<file path="config.mk">
export PLATFORM = sky130hd
export DESIGN_NAME = sdc_decode
export DESIGN_NICKNAME = d
export VERILOG_FILES = /design/src/sdc_pkg.sv /design/src/sdc_decode.sv
export SDC_FILE = /design/constraint.sdc
export NUM_CORES = 1
export LEC_CHECK = 0
export ABC_AREA = 0
export BUFFER_PORTS_ARGS = -buffer_cell sky130_fd_sc_hd__buf_2
export CORE_AREA = 2 2 224 226
export DETAILED_ROUTE_END_ITERATION = 10
export DIE_AREA = 0 0 226 228
export MAX_ROUTING_LAYER = met4
export SLEW_MARGIN = 15
export SYNTH_ARGS = -nofsm -noshare
export SYNTH_HDL_FRONTEND = slang
export SYNTH_SLANG_ARGS = --single-unit
export TNS_END_PERCENT = 10
</file>
<file path="constraint.sdc">
create_clock -name clk -period 9.3 [get_ports clk]
set_clock_uncertainty 0.1 [all_clocks]
set_input_delay 0.93 -clock clk [delete_from_list [all_inputs] [get_ports clk]]
set_output_delay 0.93 -clock clk [all_outputs]
set_load 0.03 [all_outputs]
</file>
<file path="src/sdc_pkg.sv">
// ----------------------------------------------------------------------------
// sdc_pkg
// Shared types, constants and helpers for the scaled decimal compare pipeline.
// ----------------------------------------------------------------------------
package sdc_pkg;

    // word field widths
    localparam int FUNC_W  = 3;
    localparam int SCALE_W = 5;
    localparam int MANT_W  = 96;

    // wide magnitude, kept as limbs for the scaling multipliers
    localparam int LIMB_W  = 32;
    localparam int LIMBS   = 8;
    localparam int MAG_W   = LIMBS * LIMB_W;
    localparam int HI_TOP  = 8 * 32 - 32 - 1;

    // each scaling step multiplies by at most 10^9, which fits one limb
    localparam int MAX_STEP_EXP = 9;
    localparam int STEP_EXP_W   = 4;

    // parameter defaults
    localparam int DEF_MANT_BITS = 96;
    localparam int DEF_MAX_SCALE = 28;

    // comparison selector
    typedef enum logic [FUNC_W-1:0] {
        FUNC_EQ = 3'd0,
        FUNC_NE = 3'd1,
        FUNC_LT = 3'd2,
        FUNC_LE = 3'd3,
        FUNC_GT = 3'd4,
        FUNC_GE = 3'd5
    } func_t;

    // control that rides along with the magnitudes
    typedef struct packed {
        func_t func;
        logic  swap;    // x holds operand b, y holds operand a
        logic  a_neg;
        logic  b_neg;
    } ctl_t;

    // one word in flight between stages
    typedef struct packed {
        ctl_t               ctl;
        logic [SCALE_W-1:0] rem;    // powers of ten still to apply to x
        logic [MAG_W-1:0]   x_mag;  // operand with the smaller scale, being scaled
        logic [MANT_W-1:0]  y_mag;  // operand with the larger scale, untouched
    } item_t;

    // small power-of-ten table, one limb wide
    function automatic logic [LIMB_W-1:0] pow10(input logic [STEP_EXP_W-1:0] e);
        logic [LIMB_W-1:0] p;
        unique case (e)
            4'd0:    p = 32'd1;
            4'd1:    p = 32'd10;
            4'd2:    p = 32'd100;
            4'd3:    p = 32'd1000;
            4'd4:    p = 32'd10000;
            4'd5:    p = 32'd100000;
            4'd6:    p = 32'd1000000;
            4'd7:    p = 32'd10000000;
            4'd8:    p = 32'd100000000;
            4'd9:    p = 32'd1000000000;
            default: p = 32'd1;
        endcase
        return p;
    endfunction

endpackage

</file>
<file path="src/sdc_decode.sv">
// ----------------------------------------------------------------------------
// sdc_decode
// Input stage: masks mantissas, clamps scales and routes the operand with the
// smaller scale onto the scaling path.
// ----------------------------------------------------------------------------
module sdc_decode
    import sdc_pkg::*;
#(
    parameter int MANT_BITS = DEF_MANT_BITS,
    parameter int MAX_SCALE = DEF_MAX_SCALE
)
(
    input  logic               clk,
    input  logic               rst_n,
    input  logic               in_valid,
    output logic               in_ready,
    input  logic [FUNC_W-1:0]  func,
    input  logic [63:0]        a_mant_low,
    input  logic [31:0]        a_mant_high,
    input  logic [SCALE_W-1:0] a_scale,
    input  logic               a_negative,
    input  logic [63:0]        b_mant_low,
    input  logic [31:0]        b_mant_high,
    input  logic [SCALE_W-1:0] b_scale,
    input  logic               b_negative,
    output logic               out_valid,
    input  logic               out_ready,
    output item_t              out_item
);

    localparam logic [MANT_W-1:0]  MANT_MASK = {MANT_W{1'b1}} >> (MANT_W - MANT_BITS);
    localparam logic [SCALE_W-1:0] SCALE_TOP = SCALE_W'(MAX_SCALE);

    logic               valid_reg;
    item_t              item_reg;
    item_t              item_next;
    logic [MANT_W-1:0]  a_mant;
    logic [MANT_W-1:0]  b_mant;
    logic [SCALE_W-1:0] a_sc;
    logic [SCALE_W-1:0] b_sc;

    // mask mantissas and saturate scales
    always_comb
    begin
        a_mant = {a_mant_high, a_mant_low} & MANT_MASK;
        b_mant = {b_mant_high, b_mant_low} & MANT_MASK;
        a_sc   = (a_scale > SCALE_TOP) ? SCALE_TOP : a_scale;
        b_sc   = (b_scale > SCALE_TOP) ? SCALE_TOP : b_scale;
    end

    // smaller scale goes to x, difference becomes the exponent to apply
    always_comb
    begin
        item_next           = '0;
        item_next.ctl.func  = func_t'(func);
        item_next.ctl.a_neg = a_negative;
        item_next.ctl.b_neg = b_negative;
        if (a_sc <= b_sc)
        begin
            item_next.ctl.swap = 1'b0;
            item_next.rem      = b_sc - a_sc;
            item_next.x_mag    = MAG_W'(a_mant);
            item_next.y_mag    = b_mant;
        end
        else
        begin
            item_next.ctl.swap = 1'b1;
            item_next.rem      = a_sc - b_sc;
            item_next.x_mag    = MAG_W'(b_mant);
            item_next.y_mag    = a_mant;
        end
    end

    assign in_ready = !valid_reg || out_ready;

    // stage valid
    always_ff @(posedge clk or negedge rst_n)
    begin
        if (!rst_n)
        begin
            valid_reg <= 1'b0;
        end
        else if (in_ready)
        begin
            valid_reg <= in_valid;
        end
    end

    // stage payload
    always_ff @(posedge clk)
    begin
        if (in_valid && in_ready)
        begin
            item_reg <= item_next;
        end
    end

    assign out_valid = valid_reg;
    assign out_item  = item_reg;

endmodule

</file>
Yosys cells after proc, flatten, opt, wreduce, memory -nomap -nowiden
Index checks and enable logic that the tools add are counted.
Operators by class
  add/sub/neg operators: 2
  order comparisons: 3
  mux-type cells: 4
  reduce and logical (&&, ||, !) cells: 3
Operators by type and width (number)
  $mux W357: 1
  $gt A5 B5 Y1 const B: 2
  $mux W5: 2
  $sub A5 B5 Y5: 2
  $le A5 B5 Y1: 1
  $logic_and A1 B1 Y1: 1
  $logic_not A1 Y1: 1
  $logic_or A1 B1 Y1: 1
  $mux W1: 1
Word-level totals
  flip-flop bits (word level): 364
  input port bits: 211
  word-level logic and storage cells: 20

Depth between registers and ports, before layout
  word-level depth: 4
  gate-level depth with buffers: 10
  depth with buffers taken out: 10

Worst setup path after synthesis
Ideal clock, no wire load.
  path type: input-to-reg
  start point: input out_ready
  end point: register item_reg (netlist bit out_item[0]) (enable)
  arrival time: 5.930 ns
  required time: 8.613 ns
  path slack: 2.682 ns
  cell stages on the path: 2
  path buffers: 0
  path through: nand2b_1 -> and2_1
Between the ends
  longest elaborated chain between the ends: 2
RTL lines
  start, declared: line sdc_decode.sv:27  | input logic out_ready,
  $logic_or A1 B1 Y1: line sdc_decode.sv:74  | assign in_ready = !valid_reg || out_ready;
  $logic_and A1 B1 Y1: line sdc_decode.sv:92  | if (in_valid && in_ready)
  end signal, assigned: line sdc_decode.sv:94  | item_reg <= item_next;
  end, declared: line sdc_decode.sv:35  | item_t item_reg;
No other way between the ends.
A chain may end at the register's enable or synchronous reset.

==> results.md <==
Global routing:
- The initial antenna violation count is 3.
- The total grt overflow is 0.
- The number of global-route vias before repair is 6156.
- The first global-routing pass estimated 35600 µm of wire.
- Entering global routing, the biggest net connects 78 pins.
- Global routing used 9.29% of the available tracks across all layers.

Clock network:
- The CTS buffer count is 24.
- The number of hold-repair buffers added at the cts stage is 0.
- The count of buffers added by post-CTS timing repair for setup is 0.
- In this run the deepest clock path goes through 3 buffers.
- CTS built an H-tree with a depth of 1.
- The tree is rooted in a sky130_fd_sc_hd__clkbuf_16.
- Clock-pin slew was measured on the worst setup and hold paths at 0.05 ns.
- The CTS tree is built.
- The number of gates given a new drive strength after cts is 0.
- The clock reaches the later pin of the worst-skew pair after 0.51 ns.
- The number of clock sinks seen by CTS is 204.

Final layout:
- The number of fill cells is 5140.
- Leaving out fill and tap cells, the most frequent cells in the layout are sky130_fd_sc_hd__buf_2 (415), sky130_fd_sc_hd__edfxtp_1 (203), sky130_fd_sc_hd__conb_1 (160).
- The share of post-route cells with drive strength above 1 is 49.0%.
- The area growth from synthesis to layout is 28.4%.
- The number of nets at the end of the flow is 1287.
- The non-filler instance count after layout is roughly 1800.
- The most frequent standard cell in the layout excluding fill and tap cells is sky130_fd_sc_hd__buf_2.

STA:
- The final hold violation count was 0.
- The final-layout setup total negative slack is 0 ns.
- The transition time of the tightest slew-check pin is 1.03 ns.
- In this run the tightest slew margin relative to its limit is between 30% and 40%.
- Setup violations remaining at the end of the flow were counted as 0.
- Across all setup checks in the final design, the least slack found is 5.63 ns.
- For this run, the top clock speed supported by timing is 273 MHz.
- The smallest clock period supported by the final layout is computed as 3.67 ns.
- Setup repair after global routing left no endpoint under its margin.
- The final count of pins violating max slew came to 0.
- In the finished design, the share of the clock period the worst path needs comes to about two fifths.
- The post-route worst hold slack is 0.0816 ns.

Placed design:
- The congestion estimate from routability-driven global placement came to 0.792.
- Before CTS, the worst setup slack after placement is roughly 5.1 ns.
- The HPWL reported at the end of detailed placement is a little under 20000 µm.
- The placed instance count is 1711.
- The count of buffers added on input and output ports is 415.

Floorplanning:
- The die area is 51500 µm².
- The initial core utilization is 20.7%.
- The core region area is 49300 µm².
- The x dimension of the die is 226 µm.
- The die extent in y is 228 µm.
- The row count is between 80 and 90.
- In this run the count of I/O pins placed on the die edge is 576.

Routing:
- After detailed routing, the average wire length per cell comes to 14.5 µm.
- The via count is between 6000 and 7000.
- Once detail routing completed, the nets flagged for antenna violations numbered 0.
- The first detailed-routing pass took 5 iterations.
- The via density per instance is 3.59.
- After the first detailed-routing iteration, the DRC count stood at around 230.
- The final wirelength is 25500 µm.
- The total DRC errors in the routed layout is 0.

Setup path:
- Of all nets on the critical path, the largest fanout is 76.
- Setup slack on the worst reg-to-reg path comes out at 6.58 ns.
- The worst setup path is captured at a flip-flop.
- The launching point of the worst reg2reg path is out_valid.
- On the critical path, the stage with the largest delay is an instance of sky130_fd_sc_hd__buf_4.
- The arrival time of data at the critical path endpoint is 3.83 ns.
- The worst setup path is launched from an input pin.
- By instance count, the cell type seen most on the critical path is sky130_fd_sc_hd__buf_4.
- Among cell families on the critical path, the largest total delay comes from buffers and inverters.
- The critical path starts at a_scale[3].
- The delay of the slowest cell on the worst path is just under 0.8 ns.
- The critical path contains buffers and inverters numbering 3 combined.
- The critical path is of the in2reg type.
- At the worst endpoint, the required time is approximately 9.5 ns.
- The signal on the critical path passes through buf_2, nand3_1, and2_1, ha_1, nor2b_1, o21ai_1, a31oi_4, buf_4, buf_4, mux2_2.

Synth:
- In the synthesized netlist, the number of instances is 646.
- The mean instance size in the synthesized netlist is ~16 µm².
- The warning count from the yosys run is 0.
- The number of distinct standard cells referenced by the synthesized netlist is 32.
- Of all flip-flops after synthesis, the portion carrying an async set or reset was 0.490%.
- The number of flip-flops and latches in the synthesized netlist is between 200 and 250.
- The number of flops mapped to enable cells by yosys is 203.
- The area of the mapped netlist is 10200 µm².
- Among all flip-flop cells after synthesis, the most frequent one is sky130_fd_sc_hd__edfxtp_1.
- The register area share after synthesis is 60.1%.

Power:
- The peak supply drop is 113 µV.
- The leakage power total is 5.50 nW.
- The power density over cell area is 202 nW/µm².

Min path:
- The kind of path behind the tightest hold check is in2async.

Status:
- The flow ran to the end, and the final reports show no timing, DRC or antenna violations.

Job:
- The tool flagged a number of max-cap violations equal to 0.
[where the power goes]
group | leakage (nW) | switching, W | internal, W
Clock | 0.368 | 0.000368 | 0.000547
Sequential | 1.94 | 0.0000189 | 0.00112
Combinational | 3.19 | 0.000403 | 0.000189
[cell families (layout without fill, tap and decap cells)]
group | count (synthesis) | count (layout) | synth area share [%]
other | 1 | 161 | 0.0368
AOI/OAI and AO/OA | 15 | 15 | 1.18
adders and majority gates | 11 | 11 | 1.50
DFF | 204 | 204 | 60.1
buffers and inverters | 202 | 479 | 14.6
xor gates and xnor gates | 5 | 5 | 0.430
and+or+nand+nor | 13 | 13 | 0.687
muxes | 195 | 195 | 21.5
[Yosys cell counts (all sizes together), types with 2 or more instances]
cell    instances  area (µm²)
a21o            3        22.5
a21oi           3        15.0
a31oi           2        27.5
and2            2        12.5
buf           183        1420
clkbuf          5        18.8
edfxtp        203        6100
fa              2        40.0
ha              9         113
inv            14        52.6
mux2          193        2170
mux2i           2        20.0
nand2           4        15.0
nand2b          2        12.5
nand3           3        15.0
o22ai           2        18.8
xnor2           3        26.3
xor2            2        17.5
[routing by layer]
layer	vias up	share of wire (%)	GRT usage (%)
li1	2886	-	-
met1	2996	35	9.07
met2	376	51	16.9
met3	39	12	3.41
met4	0	2.6	2.94
met5	-	0	-
[final timing paths]
path                                end  cells after the start
max reg2reg                out_item[14]                      4
min in group clk              out_valid                      2
min reg2reg                   out_valid                      2
max                         out_item[9]                     10
max in group asynchronous     out_valid                      1
min                           out_valid                      1
[registers in the layout, indices dropped and copies added (netlist names)]
name,flops
out_valid,1
out_item,203
[final cells by class]
type / count / area [µm²] / area share [%]
Antenna cell: 1 / 2.50 / 0.0191
Clock buffer: 32 / 652 / 4.98
Clock inverter: 11 / 110 / 0.841
Inverter: 14 / 52.6 / 0.401
Multi-Input combinational cell: 399 / 3180 / 24.3
Sequential cell: 204 / 6120 / 46.8
Tap cell: 672 / 841 / 6.42
Timing Repair Buffer: 422 / 2130 / 16.3
[through the flow]
step | cell area, µm² | util, % | total power, W
final | 13100 | 26.5 | 0.00264
after global routing | 13100 | 26.5 | 0.00276
after CTS | 13100 | 26.5 | 0.00269
after detailed placement | 12300 | 25.0 | 0.00175
after global placement | 12300 | 25.0 | 0.00174
after floorplan | 10800 | - | 0.00166
(Power assumes the default switching activity.)
