[config.mk]
export PLATFORM = sky130hd
export DESIGN_NAME = sdc_compare
export DESIGN_NICKNAME = d
export VERILOG_FILES = /design/src/sdc_pkg.sv /design/src/sdc_compare.sv
export SDC_FILE = /design/constraint.sdc
export NUM_CORES = 1
export LEC_CHECK = 0
export ABC_CLOCK_PERIOD_IN_PS = 900
export BUFFER_PORTS_ARGS = -buffer_cell sky130_fd_sc_hd__buf_4
export CAP_MARGIN = 5
export CORE_AREA = 4 4 140 142
export CTS_BUF_LIST = sky130_fd_sc_hd__clkbuf_4 sky130_fd_sc_hd__clkbuf_8
export CTS_CLUSTER_SIZE = 30
export DETAILED_ROUTE_END_ITERATION = 8
export DIE_AREA = 0 0 144 146
export GPL_TIMING_DRIVEN = 0
export SETUP_SLACK_MARGIN = 0.4
export SLEW_MARGIN = 10
export SYNTH_ARGS = -nofsm -noshare
export SYNTH_HDL_FRONTEND = slang
export SYNTH_SLANG_ARGS = --single-unit
[constraint.sdc]
create_clock -name clk -period 0.9 [get_ports clk]
set_clock_uncertainty 0.05 [all_clocks]
set_input_delay 0.18 -clock clk [delete_from_list [all_inputs] [get_ports clk]]
set_output_delay 0.18 -clock clk [all_outputs]
set_load 0.02 [all_outputs]
[src/sdc_pkg.sv]
// ----------------------------------------------------------------------------
// sdc_pkg
// Shared types, constants and helpers for the scaled decimal compare pipeline.
// ----------------------------------------------------------------------------
package sdc_pkg;

    // word field widths
    localparam int FUNC_W  = 3;
    localparam int SCALE_W = 5;
    localparam int MANT_W  = 96;

    // wide magnitude, kept as limbs for the scaling multipliers
    localparam int LIMB_W  = 32;
    localparam int LIMBS   = 8;
    localparam int MAG_W   = LIMBS * LIMB_W;
    localparam int HI_TOP  = 8 * 32 - 32 - 1;

    // each scaling step multiplies by at most 10^9, which fits one limb
    localparam int MAX_STEP_EXP = 9;
    localparam int STEP_EXP_W   = 4;

    // parameter defaults
    localparam int DEF_MANT_BITS = 96;
    localparam int DEF_MAX_SCALE = 28;

    // comparison selector
    typedef enum logic [FUNC_W-1:0] {
        FUNC_EQ = 3'd0,
        FUNC_NE = 3'd1,
        FUNC_LT = 3'd2,
        FUNC_LE = 3'd3,
        FUNC_GT = 3'd4,
        FUNC_GE = 3'd5
    } func_t;

    // control that rides along with the magnitudes
    typedef struct packed {
        func_t func;
        logic  swap;    // x holds operand b, y holds operand a
        logic  a_neg;
        logic  b_neg;
    } ctl_t;

    // one word in flight between stages
    typedef struct packed {
        ctl_t               ctl;
        logic [SCALE_W-1:0] rem;    // powers of ten still to apply to x
        logic [MAG_W-1:0]   x_mag;  // operand with the smaller scale, being scaled
        logic [MANT_W-1:0]  y_mag;  // operand with the larger scale, untouched
    } item_t;

    // small power-of-ten table, one limb wide
    function automatic logic [LIMB_W-1:0] pow10(input logic [STEP_EXP_W-1:0] e);
        logic [LIMB_W-1:0] p;
        unique case (e)
            4'd0:    p = 32'd1;
            4'd1:    p = 32'd10;
            4'd2:    p = 32'd100;
            4'd3:    p = 32'd1000;
            4'd4:    p = 32'd10000;
            4'd5:    p = 32'd100000;
            4'd6:    p = 32'd1000000;
            4'd7:    p = 32'd10000000;
            4'd8:    p = 32'd100000000;
            4'd9:    p = 32'd1000000000;
            default: p = 32'd1;
        endcase
        return p;
    endfunction

endpackage

[src/sdc_compare.sv]
// ----------------------------------------------------------------------------
// sdc_compare
// Final stage: exact magnitude compare, sign rules with signed zeros equal,
// and selection of the requested relation into the output register.
// ----------------------------------------------------------------------------
module sdc_compare
    import sdc_pkg::*;
(
    input  logic  clk,
    input  logic  rst_n,
    input  logic  in_valid,
    output logic  in_ready,
    input  item_t in_item,
    output logic  out_valid,
    input  logic  out_ready,
    output logic  holds
);

    logic [MAG_W-1:0] y_wide;
    logic             x_gt;
    logic             x_lt;
    logic             a_gt_mag;
    logic             a_lt_mag;
    logic             both_zero;
    logic             rel_lt;
    logic             rel_gt;
    logic             rel_eq;
    logic             holds_next;
    logic             valid_reg;
    logic             holds_reg;

    // magnitude compare, mapped back to a versus b
    always_comb
    begin
        y_wide    = MAG_W'(in_item.y_mag);
        x_gt      = in_item.x_mag > y_wide;
        x_lt      = in_item.x_mag < y_wide;
        a_gt_mag  = in_item.ctl.swap ? x_lt : x_gt;
        a_lt_mag  = in_item.ctl.swap ? x_gt : x_lt;
        both_zero = (in_item.x_mag == '0) && (in_item.y_mag == '0);
    end

    // sign rules
    always_comb
    begin
        rel_lt = 1'b0;
        rel_gt = 1'b0;
        priority if (both_zero)
        begin
            rel_lt = 1'b0;
            rel_gt = 1'b0;
        end
        else if (in_item.ctl.a_neg != in_item.ctl.b_neg)
        begin
            rel_lt = in_item.ctl.a_neg;
            rel_gt = !in_item.ctl.a_neg;
        end
        else if (in_item.ctl.a_neg)
        begin
            rel_lt = a_gt_mag;
            rel_gt = a_lt_mag;
        end
        else
        begin
            rel_lt = a_lt_mag;
            rel_gt = a_gt_mag;
        end
        rel_eq = !rel_lt && !rel_gt;
    end

    // relation select; unused codes give zero
    always_comb
    begin
        unique case (in_item.ctl.func)
            FUNC_EQ: holds_next = rel_eq;
            FUNC_NE: holds_next = !rel_eq;
            FUNC_LT: holds_next = rel_lt;
            FUNC_LE: holds_next = rel_lt || rel_eq;
            FUNC_GT: holds_next = rel_gt;
            FUNC_GE: holds_next = rel_gt || rel_eq;
            default: holds_next = 1'b0;
        endcase
    end

    assign in_ready = !valid_reg || out_ready;

    // output valid
    always_ff @(posedge clk or negedge rst_n)
    begin
        if (!rst_n)
        begin
            valid_reg <= 1'b0;
        end
        else if (in_ready)
        begin
            valid_reg <= in_valid;
        end
    end

    // output payload
    always_ff @(posedge clk)
    begin
        if (in_valid && in_ready)
        begin
            holds_reg <= holds_next;
        end
    end

    assign out_valid = valid_reg;
    assign holds     = holds_reg;

endmodule
**Yosys cells after proc, flatten, opt, wreduce, memory -nomap -nowiden**

Cells that the tools add are included.

- Flip-flop bits (word level): 2
- Bits of input ports: 367
- Output and inout bits: 3

- $lt $le $gt $ge: 2
- Equal/unequal tests: 6
- Mux-type cells: 9
- Reduce and logical (&&, ||, !) cells: 14

Operators by type and width:

| cell | number |
|---|---|
| 256-bit by 96-bit > comparator with 1-bit output | 1 |
| 256-bit logical NOT | 1 |
| 256-bit by 96-bit less-than comparator with 1-bit output | 1 |
| 96-bit logical NOT | 1 |
| 1-bit two-way mux | 8 |
| 3-bit by 2-bit equality test with 1-bit output, second input constant | 2 |
| 3-bit equality test, second input constant | 2 |
| 1-bit case mux with 6 select lines | 1 |
| 1-bit logical NOT | 5 |
| 3-bit by 1-bit equality test with 1-bit output, second input constant | 1 |
| 1-bit logical AND | 3 |
| 3-bit logical NOT | 1 |
| 1-bit logical OR | 3 |
| 1-bit inequality test | 1 |

**Depth between registers and ports, before layout**

- Depth in word-level cells: 9
- Gate-level depth with buffers: 12
- Depth with buffers taken out: 12

**Worst setup path after synthesis**

OpenSTA, ideal clock, no wires.

- Path type: input to register
- Start: input port in_item[17] (netlist name)
- End: register holds_reg, in the netlist holds (data pin)
- Library setup time: 165 ps
- Arrival time: 2549 ps
- Required time: 685 ps
- Slack: -1863 ps
- Stages: 12
- Buffers on the path: 0
- Path through: inv_1 > ha_1 > a21o_1 > a221o_1 > a221oi_2 > a211oi_1 > a311oi_2 > a31oi_1 > a222oi_1 > a31oi_1 > o211a_1 > o31ai_2

- Longest elaborated chain between the ends: 9
- Elaborated cells between the ends (all ways): 19
- Classes of those cells: order compare: 2; mux: 9; reduce/logical: 8

Ends and longest elaborated chain:

| what | line | source |
|---|---|---|
| from (decl) | sdc_compare.sv:13 | `input item_t in_item,` |
| 256-bit by 96-bit less-than comparator with 1-bit output or 256-bit by 96-bit > comparator with 1-bit output (tied branches) | sdc_compare.sv:37, sdc_compare.sv:36 |  |
| 1-bit two-way mux, on equally long branches | sdc_compare.sv:39, sdc_compare.sv:38 |  |
| 1-bit two-way mux | sdc_compare.sv:58 | `else if (in_item.ctl.a_neg)` |
| 1-bit two-way mux | sdc_compare.sv:53 | `else if (in_item.ctl.a_neg != in_item.ctl.b_neg)` |
| 1-bit two-way mux | sdc_compare.sv:48 | `priority if (both_zero)` |
| 1-bit logical NOT | sdc_compare.sv:68 | `rel_eq = !rel_lt && !rel_gt;` |
| 1-bit logical AND | sdc_compare.sv:68 |  |
| 1-bit logical OR (tied with other cells) | sdc_compare.sv:80 | `FUNC_GE: holds_next = rel_gt \|\| rel_eq;` |
| 1-bit case mux with 6 select lines * | sdc_compare.sv:74 | `unique case (in_item.ctl.func)` |
| named net holds_next | sdc_compare.sv:28 | `logic holds_next;` |
| to (signal assigned) | sdc_compare.sv:105 | `holds_reg <= holds_next;` |
| to (decl) | sdc_compare.sv:30 | `logic holds_reg;` |

Mark *: on every way through the listed nets, which the timed path passes. The rest lies on a longest branch.
A chain may end at the register's enable or synchronous reset.

**Worst setup path in the final report**

Same ends and word-level chain as after synthesis.

==> results_dict.tcl <==
set metrics [dict create \
    run_status "finished, violations left" \
    violations "setup timing" \
    power_frac_seq_pct 3.2 \
    timing.rr.end "holds" \
    worstPathArrival_ns 2.82 \
    root_buffer "clkbuf_8" \
    hold_class "in2reg" \
    reg2reg_from "out_valid" \
    setup_viol 5 \
    rsz0062_at_grt "yes" \
    crit_cells 14 \
    path_max_fanout 3 \
    startpoint_type "input port" \
    layoutNonFillerInstCount 1132 \
    path_clk_slew_ns 0.03 \
    seq_area_frac_synth_pct 1.58 \
    grt.total_usage_pct 18.0 \
    grt_antenna_before_repair 0 \
    r2r_cells 2 \
    grt_pass1_vias 5719 \
    endpoint "holds" \
    globalplace.congestion 0.856 \
    die_w_um 144 \
    worstPathRequired_ns 0.81 \
    worst_pin_slew_ns 0.561 \
    grt_max_degree 9 \
    cts-htree-levels 1 \
    max_cap_viol_count 0 \
    holdPathStages 2 \
    synth-async-reset-ratio_pct 50.0 \
    layout_commonest_cell "buf_4" \
    initial_core_util_pct 18.9 \
    rows 50 \
    antenna_left 0 \
    dpl.cell_count 1096 \
    wl_mm 20.8 \
    clk_latency_ns 0.21 \
    diodes 0 \
    syn-num-nets 961 \
    syn_inst 498 \
    drtIter0Drc 197 \
    syn_to_final_growth_pct 117 \
    port_buffers 364 \
    post_drt_wl_per_cell_um 18.4 \
    fin_ws_ns -2.01 \
    total_power_mw 3.51 \
    cts_sinks 2 \
    report.final.slew_viol_count 0 \
    io_pins 370 \
    finalCritPeriodShare_pct 323 \
    slowest_stage "a221o_1" \
    coreArea_um2 18500 \
    crit_buf_inv 3 \
    p_sw_share_pct 37.0 \
    p_switching_mw 1.30 \
    dp_hpwl_mm 18.8 \
    layout-drive-gt1-share_pct 55.9 \
    final_cell_mix "buf_4, nor4_1, inv_1" \
    slowest_delay_ns 0.35 \
    viasPerCell 4.80 \
    grt_pass1_wl_mm 29.7 \
    end_kind "flop" \
    pwr-share-comb_pct 85.0 \
    critPathTopFamily "compound AO/OA/AOI/OAI gates" \
    fp.dieH_um 146 \
    synth_seq_cells 2 \
    cts.path.max_buffers 2 \
    max_slew_margin_pct 62.3 \
    critPathKind "in2reg" \
    fin_nets 1362 \
    drc 0 \
    r2r_slack_ns -0.07 \
    drt-pass1-iter-count 5 \
    period_needed_ns 2.91 \
    synth_edf_count 1 \
    cts_tree "built" \
    numCtsBuffers 3 \
    p_int_mw 2.21 \
    synth_cell_types 48 \
    synth_area_um2 3490 \
    power_density_nw_per_um2 464 \
    p_leak_nw 3.70 \
    finalHoldViolCount 0 \
    fillers 1871 \
    fmax_mhz 344 \
    syn_area_per_cell_um2 7.02 \
    crit_path_cell_trace "buf_8, inv_4, ha_4, a21o_1, a221o_1, a221oi_2, a211oi_4, a311oi_4, buf_6, a31oi_4, a222oi_1, a31oi_1, a32oi_1, o31ai_2" \
    gr-total-overflow 0 \
    yosysWarnings 0 \
    synthFlopType "edfxtp_1" \
    startpoint "in_item[17]" \
    power_frac_clock_pct 11.9 \
    vdd_drop_max_mv 0.211 \
    vias 5429 \
    fp.dieArea_um2 21000 \
]
## timing repair
| item | 4_1_cts | 5_1_grt |
|---|---|---|
| setup endpoints to repair | 6 | 6 |
| pin swaps | 48 | 8 |
| setup buffers | 29 | 2 |
| hold endpoints to repair | 1 | 0 |
| hold buffers | 1 | 0 |
| resized for setup | 84 | 17 |
## how the worst min path moves through the flow
stage | startpoint | end | slack [ns]
floorplan | rst_n | out_valid | -0.17
global placement | rst_n | out_valid | -0.09
global route | in_valid | out_valid | 0.12
CTS | in_valid | out_valid | 0.12
finish | in_valid | out_valid | 0.12
detailed placement | rst_n | out_valid | -0.09
## cell usage after synthesis, types with 2 or more instances
| cell | number | area share, % |
|---|---|---|
| nor3_1 | 5 | 0.72 |
| o21ai_0 | 11 | 1.6 |
| a221o_1 | 3 | 0.86 |
| nor4_2 | 2 | 0.72 |
| nand3_1 | 14 | 2.0 |
| a222oi_1 | 2 | 0.57 |
| nor2b_1 | 2 | 0.36 |
| nand4_2 | 3 | 1.1 |
| a21o_1 | 7 | 1.5 |
| a21boi_0 | 2 | 0.43 |
| nor2_1 | 13 | 1.4 |
| a22oi_1 | 2 | 0.43 |
| nand4_1 | 39 | 7.0 |
| nor4_1 | 95 | 17 |
| a31oi_1 | 2 | 0.36 |
| ha_1 | 96 | 34 |
| a211oi_1 | 7 | 1.5 |
| inv_1 | 102 | 11 |
| a21oi_1 | 38 | 5.4 |
| nand2b_1 | 3 | 0.54 |
| nand3b_1 | 2 | 0.43 |
| nand2_1 | 22 | 2.4 |
## metrics by stage
| stage | hold WS (ns) | util [%] | TNS [ns] | instance area [um2] | setup WS [ns] |
|---|---|---|---|---|---|
| 2_1_floorplan | -0.166 | - | -1.97 | 3730 | -1.83 |
| 3_3_place_gp | -0.0947 | 36.6 | -2.66 | 6760 | -2.61 |
| 3_5_place_dp | -0.0939 | 36.6 | -2.67 | 6760 | -2.62 |
| 4_1_cts | 0.119 | 40.4 | -2.40 | 7450 | -1.97 |
| 5_1_grt | 0.122 | 41.1 | -2.63 | 7580 | -2.13 |
| 6_report | 0.122 | 41.1 | -2.42 | 7580 | -2.01 |
## worst register-to-register path, stage by stage (launching register included)
cell and delay [ns]:
dfrtp_2 0.42, nand2b_4 0.09, and2_4 0.13
## power groups by stage
stage               logic, mW  clock network, mW  registers [mW]
floorplan               0.974                  0           0.119
global placement         2.65                  0           0.111
detailed placement       2.68                  0           0.111
CTS                      2.93              0.425           0.112
global route             3.31              0.442           0.112
finish                   2.99              0.417           0.111
## cell families after synthesis
| family | after synthesis | share of synthesized area, % |
|---|---|---|
| DFF | 2 | 1.58 |
| adders and majority gates | 96 | 34.4 |
| buffers and inverters | 102 | 11.0 |
| AOI/OAI and AO/OA | 84 | 15.8 |
| xor gates and xnor gates | 1 | 0.251 |
| and+or+nand+nor | 213 | 37.1 |
## layout make-up
cell class | count | area [um2] | share of cell area (%)
multi-input cells | 394 | 3690 | 48.7
inverters | 102 | 398 | 5.25
well taps | 234 | 293 | 3.86
repair buffers | 396 | 3090 | 40.8
clock buffers | 4 | 48.8 | 0.644
flip-flops and latches | 2 | 56.3 | 0.743
## routing by layer
layer / up-vias / global-route usage, % / part of all wire [%]
met5: - / 0 / 0
met4: 0 / 1.51 / 0.67
met3: 14 / 2.10 / 6.6
met2: 198 / 36.3 / 55
met1: 2472 / 20.3 / 38
li1: 2745 / - / -
Note: power is estimated with default switching activity, not from simulation.
